### src/sv/rmfp_pkg.sv
`timescale 1ns / 1ps
// Package for the reader-module frame parser: framing constants, parser
// phases, status codes and the result record. No dependencies.
package rmfp_pkg;

	localparam logic [7:0] SOF_BYTE = 8'hBB;
	localparam logic [7:0] EOF_BYTE = 8'h7E;
	localparam logic [7:0] ERR_CMD = 8'hFF;
	localparam int FRAME_OVERHEAD = 7;
	localparam int DEF_FRAME_BUFFER_BYTES = 256;
	localparam logic [7:0] LIMIT_RESET = 8'd255;

	localparam int TDATA_W = 56;
	localparam int PADDR_W = 2;
	localparam logic [PADDR_W-1:0] ADDR_PAYLOAD_LIMIT = PADDR_W'(0);

	typedef enum logic [2:0] {
		PH_WAIT   = 3'd0,
		PH_SKIP   = 3'd1,
		PH_FIELDS = 3'd2,
		PH_DATA   = 3'd3,
		PH_CHECK  = 3'd4,
		PH_CLOSE  = 3'd5
	} phase_t;

	typedef enum logic [2:0] {
		ST_OK           = 3'd0,
		ST_BAD_HEADER   = 3'd1,
		ST_BAD_CHECKSUM = 3'd2,
		ST_BAD_END      = 3'd3,
		ST_MODULE_ERROR = 3'd4,
		ST_TOO_LONG     = 3'd5
	} status_t;

	typedef enum logic {
		KIND_PAYLOAD = 1'b0,
		KIND_STATUS  = 1'b1
	} kind_t;

	typedef struct packed {
		kind_t       out_kind;
		logic [7:0]  payload_byte;
		logic        is_last;
		logic [7:0]  frame_type;
		logic [7:0]  command_code;
		logic [15:0] payload_len;
		status_t     status;
		logic [7:0]  module_error_code;
	} res_t;

endpackage

### src/sv/reader_module_frame_parser.sv
`timescale 1ns / 1ps
// Reader-module frame parser, top level.
// Depends on rmfp_pkg, rmfp_regs, rmfp_parse and rmfp_outbuf.
//
// Usage: received serial bytes enter on the s_ stream, one byte per beat in
// s_tdata. Frames are 0xBB, type, command, 16-bit big-endian length,
// payload, additive checksum, 0x7E; the length field delimits the frame.
// Payload bytes with index below payload_limit (APB register at address
// 0, reset 255) and below FRAME_BUFFER_BYTES-7 leave on the m_ stream
// as they arrive with m_tuser low. The end byte gives one status beat
// with m_tuser and m_tlast high carrying type, command, length, status
// code and module error byte. Drop the streamed payload of a frame whose
// status is nonzero. Throughput: one byte per cycle while the output
// buffer has room. A byte is registered on accept; its result, if any,
// is pushed into the output register, or the skid entry if that is full.
// A stalled m_ side fills the output register and one skid entry; s_tready
// then drops until a beat leaves. Reset returns the parser to header search
// and empties both stages. Write payload_limit only while idle.
module reader_module_frame_parser #(
	parameter int FRAME_BUFFER_BYTES = rmfp_pkg::DEF_FRAME_BUFFER_BYTES
) (
	input  logic                         clk,
	input  logic                         arst_n,
	input  logic                         s_tvalid,
	output logic                         s_tready,
	input  logic [7:0]                   s_tdata,  // [7:0] rx_byte
	output logic                         m_tvalid,
	input  logic                         m_tready,
	// [7:0] payload_byte, [15:8] frame_type, [23:16] command_code,
	// [39:24] payload_len, [42:40] status, [50:43] module_error_code, rest 0
	output logic [rmfp_pkg::TDATA_W-1:0] m_tdata,
	output logic                         m_tlast,  // is_last
	output logic                         m_tuser,  // [0] out_kind
	input  logic                         psel,
	input  logic                         penable,
	input  logic                         pwrite,
	input  logic [rmfp_pkg::PADDR_W-1:0] paddr,
	input  logic [31:0]                  pwdata,
	output logic [31:0]                  prdata,
	output logic                         pready
);
	import rmfp_pkg::*;

	logic [7:0] payload_limit;
	logic       room;
	logic       res_valid;
	res_t       res;
	res_t       out_res;

	rmfp_regs u_regs (
		.clk           (clk),
		.arst_n        (arst_n),
		.psel          (psel),
		.penable       (penable),
		.pwrite        (pwrite),
		.paddr         (paddr),
		.pwdata        (pwdata),
		.prdata        (prdata),
		.pready        (pready),
		.payload_limit (payload_limit)
	);

	rmfp_parse #(
		.FRAME_BUFFER_BYTES (FRAME_BUFFER_BYTES)
	) u_parse (
		.clk           (clk),
		.arst_n        (arst_n),
		.in_valid      (s_tvalid),
		.in_ready      (s_tready),
		.in_byte       (s_tdata),
		.room          (room),
		.payload_limit (payload_limit),
		.res_valid     (res_valid),
		.res           (res)
	);

	rmfp_outbuf u_outbuf (
		.clk       (clk),
		.arst_n    (arst_n),
		.push      (res_valid),
		.push_res  (res),
		.room      (room),
		.out_valid (m_tvalid),
		.out_ready (m_tready),
		.out_res   (out_res)
	);

	assign m_tdata = {5'h0, out_res.module_error_code, out_res.status,
		out_res.payload_len, out_res.command_code, out_res.frame_type,
		out_res.payload_byte};
	assign m_tlast = out_res.is_last;
	assign m_tuser = out_res.out_kind;

	a_kind_matches_last: assert property (@(posedge clk) disable iff (!arst_n)
		m_tvalid |-> m_tuser == m_tlast)
		else $error("result kind and last flag disagree");

	a_payload_beat_clean: assert property (@(posedge clk) disable iff (!arst_n)
		m_tvalid && !m_tuser |-> m_tdata[TDATA_W-1:8] == '0)
		else $error("payload beat carries status fields");

	a_status_beat_clean: assert property (@(posedge clk) disable iff (!arst_n)
		m_tvalid && m_tuser |-> m_tdata[7:0] == 8'h0 && m_tdata[42:40] <= 3'd5)
		else $error("status beat carries payload byte or bad status code");

endmodule

### src/sv/rmfp_regs.sv
`timescale 1ns / 1ps
// APB register block of the frame parser: holds payload_limit.
// Depends on rmfp_pkg.
module rmfp_regs (
	input  logic                         clk,
	input  logic                         arst_n,
	input  logic                         psel,
	input  logic                         penable,
	input  logic                         pwrite,
	input  logic [rmfp_pkg::PADDR_W-1:0] paddr,
	input  logic [31:0]                  pwdata,
	output logic [31:0]                  prdata,
	output logic                         pready,
	output logic [7:0]                   payload_limit
);
	import rmfp_pkg::*;

	logic [7:0] limit_q;
	logic       wr_en;

	assign pready = 1'b1;
	assign wr_en = psel && penable && pwrite && pready;

	always_ff @(posedge clk or negedge arst_n) begin
		if (!arst_n) begin
			limit_q <= LIMIT_RESET;
		end else if (wr_en && paddr == ADDR_PAYLOAD_LIMIT) begin
			limit_q <= pwdata[7:0];
		end
	end

	always_comb begin
		prdata = '0;
		if (paddr == ADDR_PAYLOAD_LIMIT) begin
			prdata = {24'h0, limit_q};
		end
	end

	assign payload_limit = limit_q;

endmodule

### src/sv/rmfp_parse.sv
`timescale 1ns / 1ps
// Frame parser core: input byte register, phase machine and frame state.
// Produces at most one result per byte. Depends on rmfp_pkg.
module rmfp_parse #(
	parameter int FRAME_BUFFER_BYTES = rmfp_pkg::DEF_FRAME_BUFFER_BYTES
) (
	input  logic              clk,
	input  logic              arst_n,
	input  logic              in_valid,
	output logic              in_ready,
	input  logic [7:0]        in_byte,
	input  logic              room,
	input  logic [7:0]        payload_limit,
	output logic              res_valid,
	output rmfp_pkg::res_t    res
);
	import rmfp_pkg::*;

	localparam logic [16:0] STORE_CAP = 17'(FRAME_BUFFER_BYTES - FRAME_OVERHEAD);

	logic        valid_s1;
	logic [7:0]  byte_s1;
	logic        fire;

	phase_t      phase_q, phase_d;
	logic [7:0]  type_q, type_d;
	logic [7:0]  cmd_q, cmd_d;
	logic [15:0] len_q, len_d;
	logic [15:0] left_q, left_d;
	logic [7:0]  sum_q, sum_d;
	logic [7:0]  first_q, first_d;
	logic        sum_bad_q, sum_bad_d;

	logic [15:0] len_full;
	logic [15:0] pos;
	logic        pass;
	logic        over;
	status_t     close_st;

	assign fire = valid_s1 && room;
	assign in_ready = !valid_s1 || room;

	always_ff @(posedge clk or negedge arst_n) begin
		if (!arst_n) begin
			valid_s1 <= 1'b0;
		end else if (in_ready) begin
			valid_s1 <= in_valid;
		end
	end

	always_ff @(posedge clk) begin
		if (in_ready && in_valid) begin
			byte_s1 <= in_byte;
		end
	end

	assign len_full = len_q | {8'h0, byte_s1};
	assign pos = len_q - left_q;
	assign pass = ({8'h0, pos[7:0]} == pos && pos[7:0] < payload_limit) &&
		({1'b0, pos} < STORE_CAP);
	assign over = ({1'b0, len_q} > STORE_CAP) ||
		(payload_limit != 8'h0 && len_q > {8'h0, payload_limit});

	always_comb begin
		priority if (sum_bad_q) begin
			close_st = ST_BAD_CHECKSUM;
		end else if (byte_s1 != EOF_BYTE) begin
			close_st = ST_BAD_END;
		end else if (cmd_q == ERR_CMD) begin
			close_st = ST_MODULE_ERROR;
		end else if (over) begin
			close_st = ST_TOO_LONG;
		end else begin
			close_st = ST_OK;
		end
	end

	// next phase
	always_comb begin
		phase_d = phase_q;
		unique case (phase_q)
			PH_WAIT: begin
				if (byte_s1 == SOF_BYTE) begin
					phase_d = PH_FIELDS;
				end else if (byte_s1 != EOF_BYTE) begin
					phase_d = PH_SKIP;
				end
			end
			PH_SKIP: begin
				if (byte_s1 == EOF_BYTE) begin
					phase_d = PH_WAIT;
				end
			end
			PH_FIELDS: begin
				if (left_q == 16'd1) begin
					phase_d = (len_full == 16'h0) ? PH_CHECK : PH_DATA;
				end
			end
			PH_DATA: begin
				if (left_q == 16'd1) begin
					phase_d = PH_CHECK;
				end
			end
			PH_CHECK: phase_d = PH_CLOSE;
			PH_CLOSE: phase_d = PH_WAIT;
			default: phase_d = PH_WAIT;
		endcase
	end

	// frame state and result
	always_comb begin
		type_d = type_q;
		cmd_d = cmd_q;
		len_d = len_q;
		left_d = left_q;
		sum_d = sum_q;
		first_d = first_q;
		sum_bad_d = sum_bad_q;
		res_valid = 1'b0;
		res = '0;
		unique case (phase_q)
			PH_WAIT: begin
				type_d = 8'h0;
				cmd_d = 8'h0;
				len_d = 16'h0;
				left_d = 16'h0;
				sum_d = 8'h0;
				first_d = 8'h0;
				sum_bad_d = 1'b0;
				if (byte_s1 == SOF_BYTE) begin
					left_d = 16'd4;
				end else if (byte_s1 == EOF_BYTE) begin
					res_valid = 1'b1;
					res.out_kind = KIND_STATUS;
					res.is_last = 1'b1;
					res.status = ST_BAD_HEADER;
				end
			end
			PH_SKIP: begin
				if (byte_s1 == EOF_BYTE) begin
					res_valid = 1'b1;
					res.out_kind = KIND_STATUS;
					res.is_last = 1'b1;
					res.status = ST_BAD_HEADER;
				end
			end
			PH_FIELDS: begin
				sum_d = sum_q + byte_s1;
				if (left_q == 16'd4) begin
					type_d = byte_s1;
					left_d = 16'd3;
				end else if (left_q == 16'd3) begin
					cmd_d = byte_s1;
					left_d = 16'd2;
				end else if (left_q == 16'd2) begin
					len_d = {byte_s1, 8'h0};
					left_d = 16'd1;
				end else begin
					len_d = len_full;
					left_d = len_full;
				end
			end
			PH_DATA: begin
				sum_d = sum_q + byte_s1;
				if (left_q == len_q) begin
					first_d = byte_s1;
				end
				left_d = left_q - 16'd1;
				if (pass) begin
					res_valid = 1'b1;
					res.out_kind = KIND_PAYLOAD;
					res.payload_byte = byte_s1;
				end
			end
			PH_CHECK: begin
				sum_bad_d = (sum_q != byte_s1);
			end
			PH_CLOSE: begin
				res_valid = 1'b1;
				res.out_kind = KIND_STATUS;
				res.is_last = 1'b1;
				res.frame_type = type_q;
				res.command_code = cmd_q;
				res.payload_len = len_q;
				res.status = close_st;
				res.module_error_code = (cmd_q == ERR_CMD) ? first_q : 8'h0;
			end
			default: begin
				type_d = 8'h0;
				cmd_d = 8'h0;
				len_d = 16'h0;
				left_d = 16'h0;
				sum_d = 8'h0;
				first_d = 8'h0;
				sum_bad_d = 1'b0;
			end
		endcase
		res_valid = res_valid && fire;
	end

	always_ff @(posedge clk or negedge arst_n) begin
		if (!arst_n) begin
			phase_q <= PH_WAIT;
			type_q <= 8'h0;
			cmd_q <= 8'h0;
			len_q <= 16'h0;
			left_q <= 16'h0;
			sum_q <= 8'h0;
			first_q <= 8'h0;
			sum_bad_q <= 1'b0;
		end else if (fire) begin
			phase_q <= phase_d;
			type_q <= type_d;
			cmd_q <= cmd_d;
			len_q <= len_d;
			left_q <= left_d;
			sum_q <= sum_d;
			first_q <= first_d;
			sum_bad_q <= sum_bad_d;
		end
	end

	a_close_to_wait: assert property (@(posedge clk) disable iff (!arst_n)
		fire && phase_q == PH_CLOSE |=> phase_q == PH_WAIT)
		else $error("parser did not return to header wait after close");

	a_data_has_left: assert property (@(posedge clk) disable iff (!arst_n)
		phase_q == PH_DATA |-> left_q != 16'h0)
		else $error("data phase with no payload bytes left");

	a_result_needs_byte: assert property (@(posedge clk) disable iff (!arst_n)
		res_valid |-> valid_s1 && room)
		else $error("result without a byte in the input register");

endmodule

### src/sv/rmfp_outbuf.sv
`timescale 1ns / 1ps
// Output register with one skid entry for the parser results.
// Depends on rmfp_pkg.
module rmfp_outbuf (
	input  logic           clk,
	input  logic           arst_n,
	input  logic           push,
	input  rmfp_pkg::res_t push_res,
	output logic           room,
	output logic           out_valid,
	input  logic           out_ready,
	output rmfp_pkg::res_t out_res
);
	import rmfp_pkg::*;

	logic main_v_q, skid_v_q;
	res_t main_q, skid_q;
	logic pop;

	assign pop = main_v_q && out_ready;
	assign room = !skid_v_q;

	always_ff @(posedge clk or negedge arst_n) begin
		if (!arst_n) begin
			main_v_q <= 1'b0;
			skid_v_q <= 1'b0;
		end else if (pop && skid_v_q) begin
			skid_v_q <= 1'b0;
		end else if (pop) begin
			main_v_q <= push;
		end else if (push) begin
			if (main_v_q) begin
				skid_v_q <= 1'b1;
			end else begin
				main_v_q <= 1'b1;
			end
		end
	end

	always_ff @(posedge clk) begin
		if (pop && skid_v_q) begin
			main_q <= skid_q;
		end else if (push && (pop || !main_v_q)) begin
			main_q <= push_res;
		end else if (push) begin
			skid_q <= push_res;
		end
	end

	assign out_valid = main_v_q;
	assign out_res = main_q;

	a_skid_behind_main: assert property (@(posedge clk) disable iff (!arst_n)
		skid_v_q |-> main_v_q)
		else $error("skid entry held while output register empty");

	a_no_push_when_full: assert property (@(posedge clk) disable iff (!arst_n)
		push |-> !skid_v_q)
		else $error("result pushed into full output buffer");

	a_skid_moves_up: assert property (@(posedge clk) disable iff (!arst_n)
		pop && skid_v_q |=> main_v_q && !skid_v_q)
		else $error("skid entry not moved into output register");

endmodule
### config.mk
export PLATFORM = sky130hd
export DESIGN_NAME = reader_module_frame_parser
export DESIGN_NICKNAME = d
export VERILOG_FILES = /design/src/sv/rmfp_pkg.sv /design/src/sv/reader_module_frame_parser.sv /design/src/sv/rmfp_regs.sv /design/src/sv/rmfp_parse.sv /design/src/sv/rmfp_outbuf.sv
export SDC_FILE = /design/constraint.sdc
export NUM_CORES = 1
export LEC_CHECK = 0
export BUFFER_PORTS_ARGS = -buffer_cell sky130_fd_sc_hd__buf_2
export CORE_ASPECT_RATIO = 1.4
export CORE_MARGIN = 8
export CORE_UTILIZATION = 35
export DETAILED_ROUTE_END_ITERATION = 8
export PLACE_DENSITY = 0.5
export SETUP_SLACK_MARGIN = 0.5
export SLEW_MARGIN = 0
export SYNTH_ARGS = -nofsm -noshare
export SYNTH_HDL_FRONTEND = slang
export SYNTH_SLANG_ARGS = --single-unit
### constraint.sdc
create_clock -name clk -period 7.8 [get_ports clk]
set_input_delay 1.17 -clock clk [delete_from_list [all_inputs] [get_ports clk]]
set_output_delay 1.17 -clock clk [all_outputs]
set_load 0.1 [all_outputs]
======== After elaboration in Yosys (flattened, before gate mapping) ========
Index checks and enable logic that the tools add are counted.
cells by class
  $add $sub $neg .......................... 3
  bitwise operators ....................... 7
  mux-type cells .......................... 52
  eq/ne operators ......................... 25
  magnitude comparators ................... 4
  reductions and logical operators ........ 42
operator list
  kind                   number
  $mux 53                2
  $mux 16                6
  $mux 8                 9
  $pmux 16 s4            1
  $pmux 8 s2             4
  $mux 3                 12
  $eq 16x2->1 const B    2
  $mux 32                1
  $pmux 16 s2            1
  $eq 16x1->1 const B    1
  $eq 16x16->1           1
  $eq 16x3->1 const B    1
  $eq 8x8->1 const B     2
  $gt 16x8->1            1
  $gt 16x8->1 const B    1
  $logic_not 16->1       1
  $lt 16x8->1 const B    1
  $or 16x8->16           1
  $sub 16x1->16 const B  1
  $sub 16x16->16         1
  $pmux 3 s5             1
  $logic_and 1x1->1      12
  $ne 2x1->1 const B     6
  $reduce_and 3->1       4
  other kinds (29)       60
word-level totals
  word-level logic and storage cells ...... 162
  flip-flop bits (word level) ............. 193
  output and inout port bits .............. 93
  input bits .............................. 49

======== Depth between registers and ports, before layout ========
  word-level depth ........................ 10
  depth in mapped cells ................... 16
  depth with buffers taken out ............ 15

======== Cells and area by module ========
A second synthesis with hierarchy kept.
unflattened totals
  cell total of the unflattened synthesis .. 872
  area total of the unflattened synthesis .. 10246.1 um^2
modules (own cells, without submodules)
  module                      area each (um^2)  cells an instance  instances
  rmfp_parse                  5672.9            637                1
  rmfp_outbuf                 3943.8            176                1
  rmfp_regs                   588.1             53                 1
  reader_module_frame_parser  41.3              6                  1

======== Least setup slack after synthesis ========
Ideal clock, no wire load.
  kind .................................... flip-flop to flip-flop
  from .................................... reg u_parse.left_q[0]
  to ...................................... reg u_outbuf.main_q, in the netlist u_outbuf.out_res[0], enable pin
  path buffers ............................ 1
  stages on the path, launching flop included .. 16
  library setup time ...................... 0.462 ns
  data arrival time ....................... 5.335 ns
  required time ........................... 7.338 ns
  path slack .............................. 2.003 ns
  path through ............................ dfrtp_1 ha_1 fa_1 and2b_4 o2111ai_2 nand2_1 xnor2_1 inv_1 ha_1 a2111oi_0 o211ai_1 a21oi_1 nor4bb_1 buf_2 a211oi_1 nor2_1
on the way
  longest elaborated chain between the ends .. 9
  elaborated cells between the ends (all ways) .. 11
  those cells by class .................... add/sub: 1; order compare: 2; mux: 2; reduce/logical: 6
ends and longest elaborated chain
  what                                                 RTL line           text
  start: declaration                                   rmfp_parse.sv:29   logic [15:0] left_q, left_d;
  start signal: assignment                             rmfp_parse.sv:216  left_q <= left_d;
  $sub 16x16->16 *                                     rmfp_parse.sv:58   assign pos = len_q - left_q;
  branches (longest 2 deep; another with $lt 16x8->1)  --
  $logic_and 1x1->1 *                                  rmfp_parse.sv:59   assign pass = ({8'h0, pos[7:0]} == pos && pos[7:0] < payload_limit) &&
  $mux 1 *                                             rmfp_parse.sv:169  if (pass) begin
  $pmux 1 s4 *                                         rmfp_parse.sv:121  unique case (phase_q)
  $logic_and 1x1->1 *                                  rmfp_parse.sv:198  res_valid = res_valid && fire;
  $logic_and 1x1->1 *                                  rmfp_outbuf.sv:43  end else if (push && (pop || !main_v_q)) begin
  $reduce_bool 2->1 (no line) *                        --
  end signal: assignment                               rmfp_outbuf.sv:42  main_q <= skid_q;
  end signal: assignment                               rmfp_outbuf.sv:44  main_q <= push_res;
  end: declaration                                     rmfp_outbuf.sv:17  res_t main_q, skid_q;
Mark *: on every way between the ends.
A chain may end at the register's enable or synchronous reset.

======== Worst setup path after layout ========
  from .................................... reg u_parse.left_q[2]
  to ...................................... reg u_outbuf.main_q, in the netlist u_outbuf.out_res[13], enable pin
The elaborated chain is that of the path after synthesis.

==> reports/metrics.cfg <==
[clock_tree]
clock_latency_ns = 0.45
post-cts-setup-buffer-count = 0
tritoncts_clock_tree = yes
cts_made_buffers = 17
max-clock-path-buffers = 2
holdBufCountCts = 0
ctsRootBufferMaster = sky130_fd_sc_hd__clkbuf_16
cts-htree-levels = 4
clk_transition_reported_paths_ns = 0.07
numClockSinks = 191
cts_repair_resize_count = 0

[timing]
finalMaxSlewViolations = 0
worst_slew_margin_rel_pct = 24.86
maxClockFrequency_mhz = 187.5
rsz0062_at_grt = false
layout_min_cycle_time_ns = 5.332
finalWorstSetupSlack_ns = 2.468
setup_viol = 0
hold_viol_final = 0
final_worst_path_cycle_share_pct = 68.36
worst-slew-pin-transition_ns = 1.120
totalNegativeSetupSlack_ns = 0
worst_hold_slack_ns = 0.4778
timing.clock.skew_ns = 0.01432

[routing]
drt.antenna.violating_nets = 0
drt_pre_antenna_iters = 5
via_count = 7280
drt_iter0_drc = 515
drc_errors = 0
routed_wl_um = 25940
routedWlPerCell_um = 18.57
avgViaCountPerCell = 5.211

[hold_path]
hold_class = flip-flop to flip-flop

[cells_and_area]
drive_above_1_share_pct = 20.45
nets = 1102
area_growth_syn_to_layout_pct = 12.66
insertedDiodeCount = 0

[yosys]
netlist-cell-type-count = 68
postSynthCellCount = 941
yosysSeqAreaShare_pct = 52.77
yosys_register_bits = 191
syn_avg_cell_area_um2 = 10.77
synth-main-ff-cell = sky130_fd_sc_hd__edfxtp_1
post_synth_instance_area_mm2 = 0.01014
share_of_flip_flops_with_an_asynchronous_set_or_reset_after_synthesis_pct = 41.36
synth_edf_count = 112
synthesis.yosys.warnings = 0

[outcome]
run_status = complete, no violations

[power_and_ir_drop]
fraction_of_power_consumed_by_the_clock_network_pct = 31.0
power.sequential.fraction_pct = 42.0
total_power_mw = 2.785
net-switching-power_mw = 0.9621
comb_pwr_share_pct = 27.0
ir_worst_vdd_uv = 170.2
internal_power_mw = 1.823
power_per_cell_area_mw_per_mm2 = 243.9
static-leakage-power_nw = 4.820
swShare_pct = 34.54

[die]
floorplan.die.height_um = 217.4
die-width_um = 159.8
starting_density_pct = 35.58
floorplan.io_pins = 142
fp.coreArea_mm2 = 0.02850
floorplan.rows = 73
full_die_area_mm2 = 0.03475

[setup_path]
setup.worst_path.class = flip-flop to flip-flop
crit_path_end_kind = flip-flop
worstSetupStartpointType = flip-flop
cp_data_arrival_time_ns = 5.47
worst-path-max-fanout = 36
worst_ep_required_time_ns = 7.94

[global_routing]
grt_use_total_pct = 15.15
first_pass_grt_wire_length_um = 41250
global_route.overflow_total = 0
maximum_number_of_pins_on_one_net_before_global_route_repair = 51
number_of_global_route_vias_before_repair = 7418
antenna_violations_before_repair = 0

[place]
dp_worst_setup_slack_ns = 2.509
port_buffers = 87
place.detailed.hpwl_um = 18400
last_weighted_congestion_value_of_the_routability_driven_placer = 0.8526

[run]
maxCapViolations = 0

[through the flow]
| step | area, um^2 | utilization (%) | std cells |
|---|---|---|---|
| after CTS | 11420 | 40.08 | 1397 |
| after detailed placement | 10840 | 38.04 | 1365 |
| final | 11420 | 40.08 | 1397 |
| after global placement | 10840 | 38.04 | 1365 |
| after floorplan | 10240 | - | 969 |
| after global routing | 11420 | 40.08 | 1397 |
[cells in the mapped netlist, types with 31 or more instances]
cell	number	area [um^2]
sky130_fd_sc_hd__mux2_2	48	540.5
sky130_fd_sc_hd__edfxtp_1	112	3363
sky130_fd_sc_hd__nand2_1	80	300.3
sky130_fd_sc_hd__ha_1	42	525.5
sky130_fd_sc_hd__buf_4	31	232.7
sky130_fd_sc_hd__inv_1	41	153.9
sky130_fd_sc_hd__o21ai_0	76	380.4
sky130_fd_sc_hd__dfrtp_1	71	1777
sky130_fd_sc_hd__clkbuf_1	40	150.1
sky130_fd_sc_hd__a21oi_1	37	185.2
sky130_fd_sc_hd__nor2_1	59	221.5
sky130_fd_sc_hd__and3_1	35	219.0
[flip-flops by register name, indices dropped and copies added (netlist names), 3 cells and up]
register,flops
u_outbuf.out_res,52
u_parse.len_q,16
u_parse.sum_q,8
u_parse.type_q,8
u_outbuf.skid_q,52
u_parse.byte_s1,8
u_parse.phase_q,3
u_parse.cmd_q,8
u_parse.left_q,16
u_parse.first_q,8
u_regs.payload_limit,8
[routing by layer]
metal	up-vias	GRT usage, %	part of all wire [%]
met1	3523	17.91	42
li1	3530	-	-
met2	196	26.97	52
met5	-	0	0
met4	0	6.059	2.1
met3	31	2.550	3.8
[final cells by class]
cell class | count | area (um^2)
well taps | 375 | 469.2
fillers | 2874 | 17080
clock inverters | 15 | 155.1
repair buffers | 101 | 543.0
clock buffers | 17 | 425.4
multi-input cells | 657 | 4325
inverters | 41 | 153.9
flip-flops and latches | 191 | 5350
[worst max-delay path, stage by stage (launching register included)]
cell,delay [ns]
sky130_fd_sc_hd__dfrtp_1,0.45
sky130_fd_sc_hd__inv_1,0.18
sky130_fd_sc_hd__ha_1,0.39
sky130_fd_sc_hd__nand3_1,0.13
sky130_fd_sc_hd__a21o_1,0.24
sky130_fd_sc_hd__a21bo_1,0.21
sky130_fd_sc_hd__a211o_1,0.27
sky130_fd_sc_hd__ha_1,0.29
sky130_fd_sc_hd__a2111oi_0,0.60
sky130_fd_sc_hd__o211ai_1,0.19
sky130_fd_sc_hd__a21oi_1,0.18
sky130_fd_sc_hd__nor4bb_1,0.31
sky130_fd_sc_hd__buf_4,0.24
sky130_fd_sc_hd__a211oi_1,0.12
sky130_fd_sc_hd__nor2_4,0.80
sky130_fd_sc_hd__buf_4,0.39
[path summary, 6_finish.rpt]
path	slack, ns	to	cells after the start	startpoint
worst max-delay path	2.47	u_outbuf.out_res[13]	15	u_parse.left_q[2]
worst min-delay path	0.48	u_parse.type_q[2]	2	u_parse.type_q[2]
worst max register to register	2.47	u_outbuf.out_res[13]	15	u_parse.left_q[2]
worst min register to register	0.48	u_parse.type_q[2]	2	u_parse.type_q[2]
max in group asynchronous	6.13	u_parse.cmd_q[4]	2	arst_n
min in group asynchronous	0.66	u_parse.sum_q[6]	1	arst_n
[cells by family after synthesis]
kind of cell	after synthesis	synth area share, %
other cells	2	0.07407
simple gates	306	15.41
flops	191	52.77
fa+ha+maj	44	5.578
mux	50	5.529
buf+inv	121	5.714
xor+xnor	18	1.555
compound gates	209	13.37
[cells in the final DEF, fill, tap and decap left out, types with 7 or more instances in the layout]
cell type,instances
sky130_fd_sc_hd__nand4_1,23
sky130_fd_sc_hd__dfrtp_1,71
sky130_fd_sc_hd__clkbuf_16,17
sky130_fd_sc_hd__ha_1,42
sky130_fd_sc_hd__xnor2_1,13
sky130_fd_sc_hd__nor2_1,58
sky130_fd_sc_hd__nand2_1,79
sky130_fd_sc_hd__a21o_1,10
sky130_fd_sc_hd__a22o_1,9
sky130_fd_sc_hd__o31ai_1,7
sky130_fd_sc_hd__o21ai_0,76
sky130_fd_sc_hd__mux2_2,48
sky130_fd_sc_hd__nand3_1,15
sky130_fd_sc_hd__edfxtp_1,112
sky130_fd_sc_hd__or3_1,8
sky130_fd_sc_hd__a32o_1,9
sky130_fd_sc_hd__inv_1,41
sky130_fd_sc_hd__buf_4,15
sky130_fd_sc_hd__nor3_1,29
sky130_fd_sc_hd__dfstp_2,8
sky130_fd_sc_hd__and3_1,35
sky130_fd_sc_hd__and2_2,7
sky130_fd_sc_hd__and2_1,10
sky130_fd_sc_hd__o21a_1,7
sky130_fd_sc_hd__a31oi_1,7
sky130_fd_sc_hd__a21oi_1,37
sky130_fd_sc_hd__conb_1,30
sky130_fd_sc_hd__nor4_1,10
sky130_fd_sc_hd__o22ai_1,9
sky130_fd_sc_hd__buf_2,86
sky130_fd_sc_hd__nand2b_1,9
[power groups by stage]
stage	combinational, mW	clock, mW	sequential, mW
finish	0.752	0.864	1.17
global route	0.839	0.918	1.17
CTS	0.752	0.892	1.17
detailed placement	0.748	0	1.19
global placement	0.745	0	1.19
floorplan	0.614	0	1.15
(Power assumes the default switching activity.)
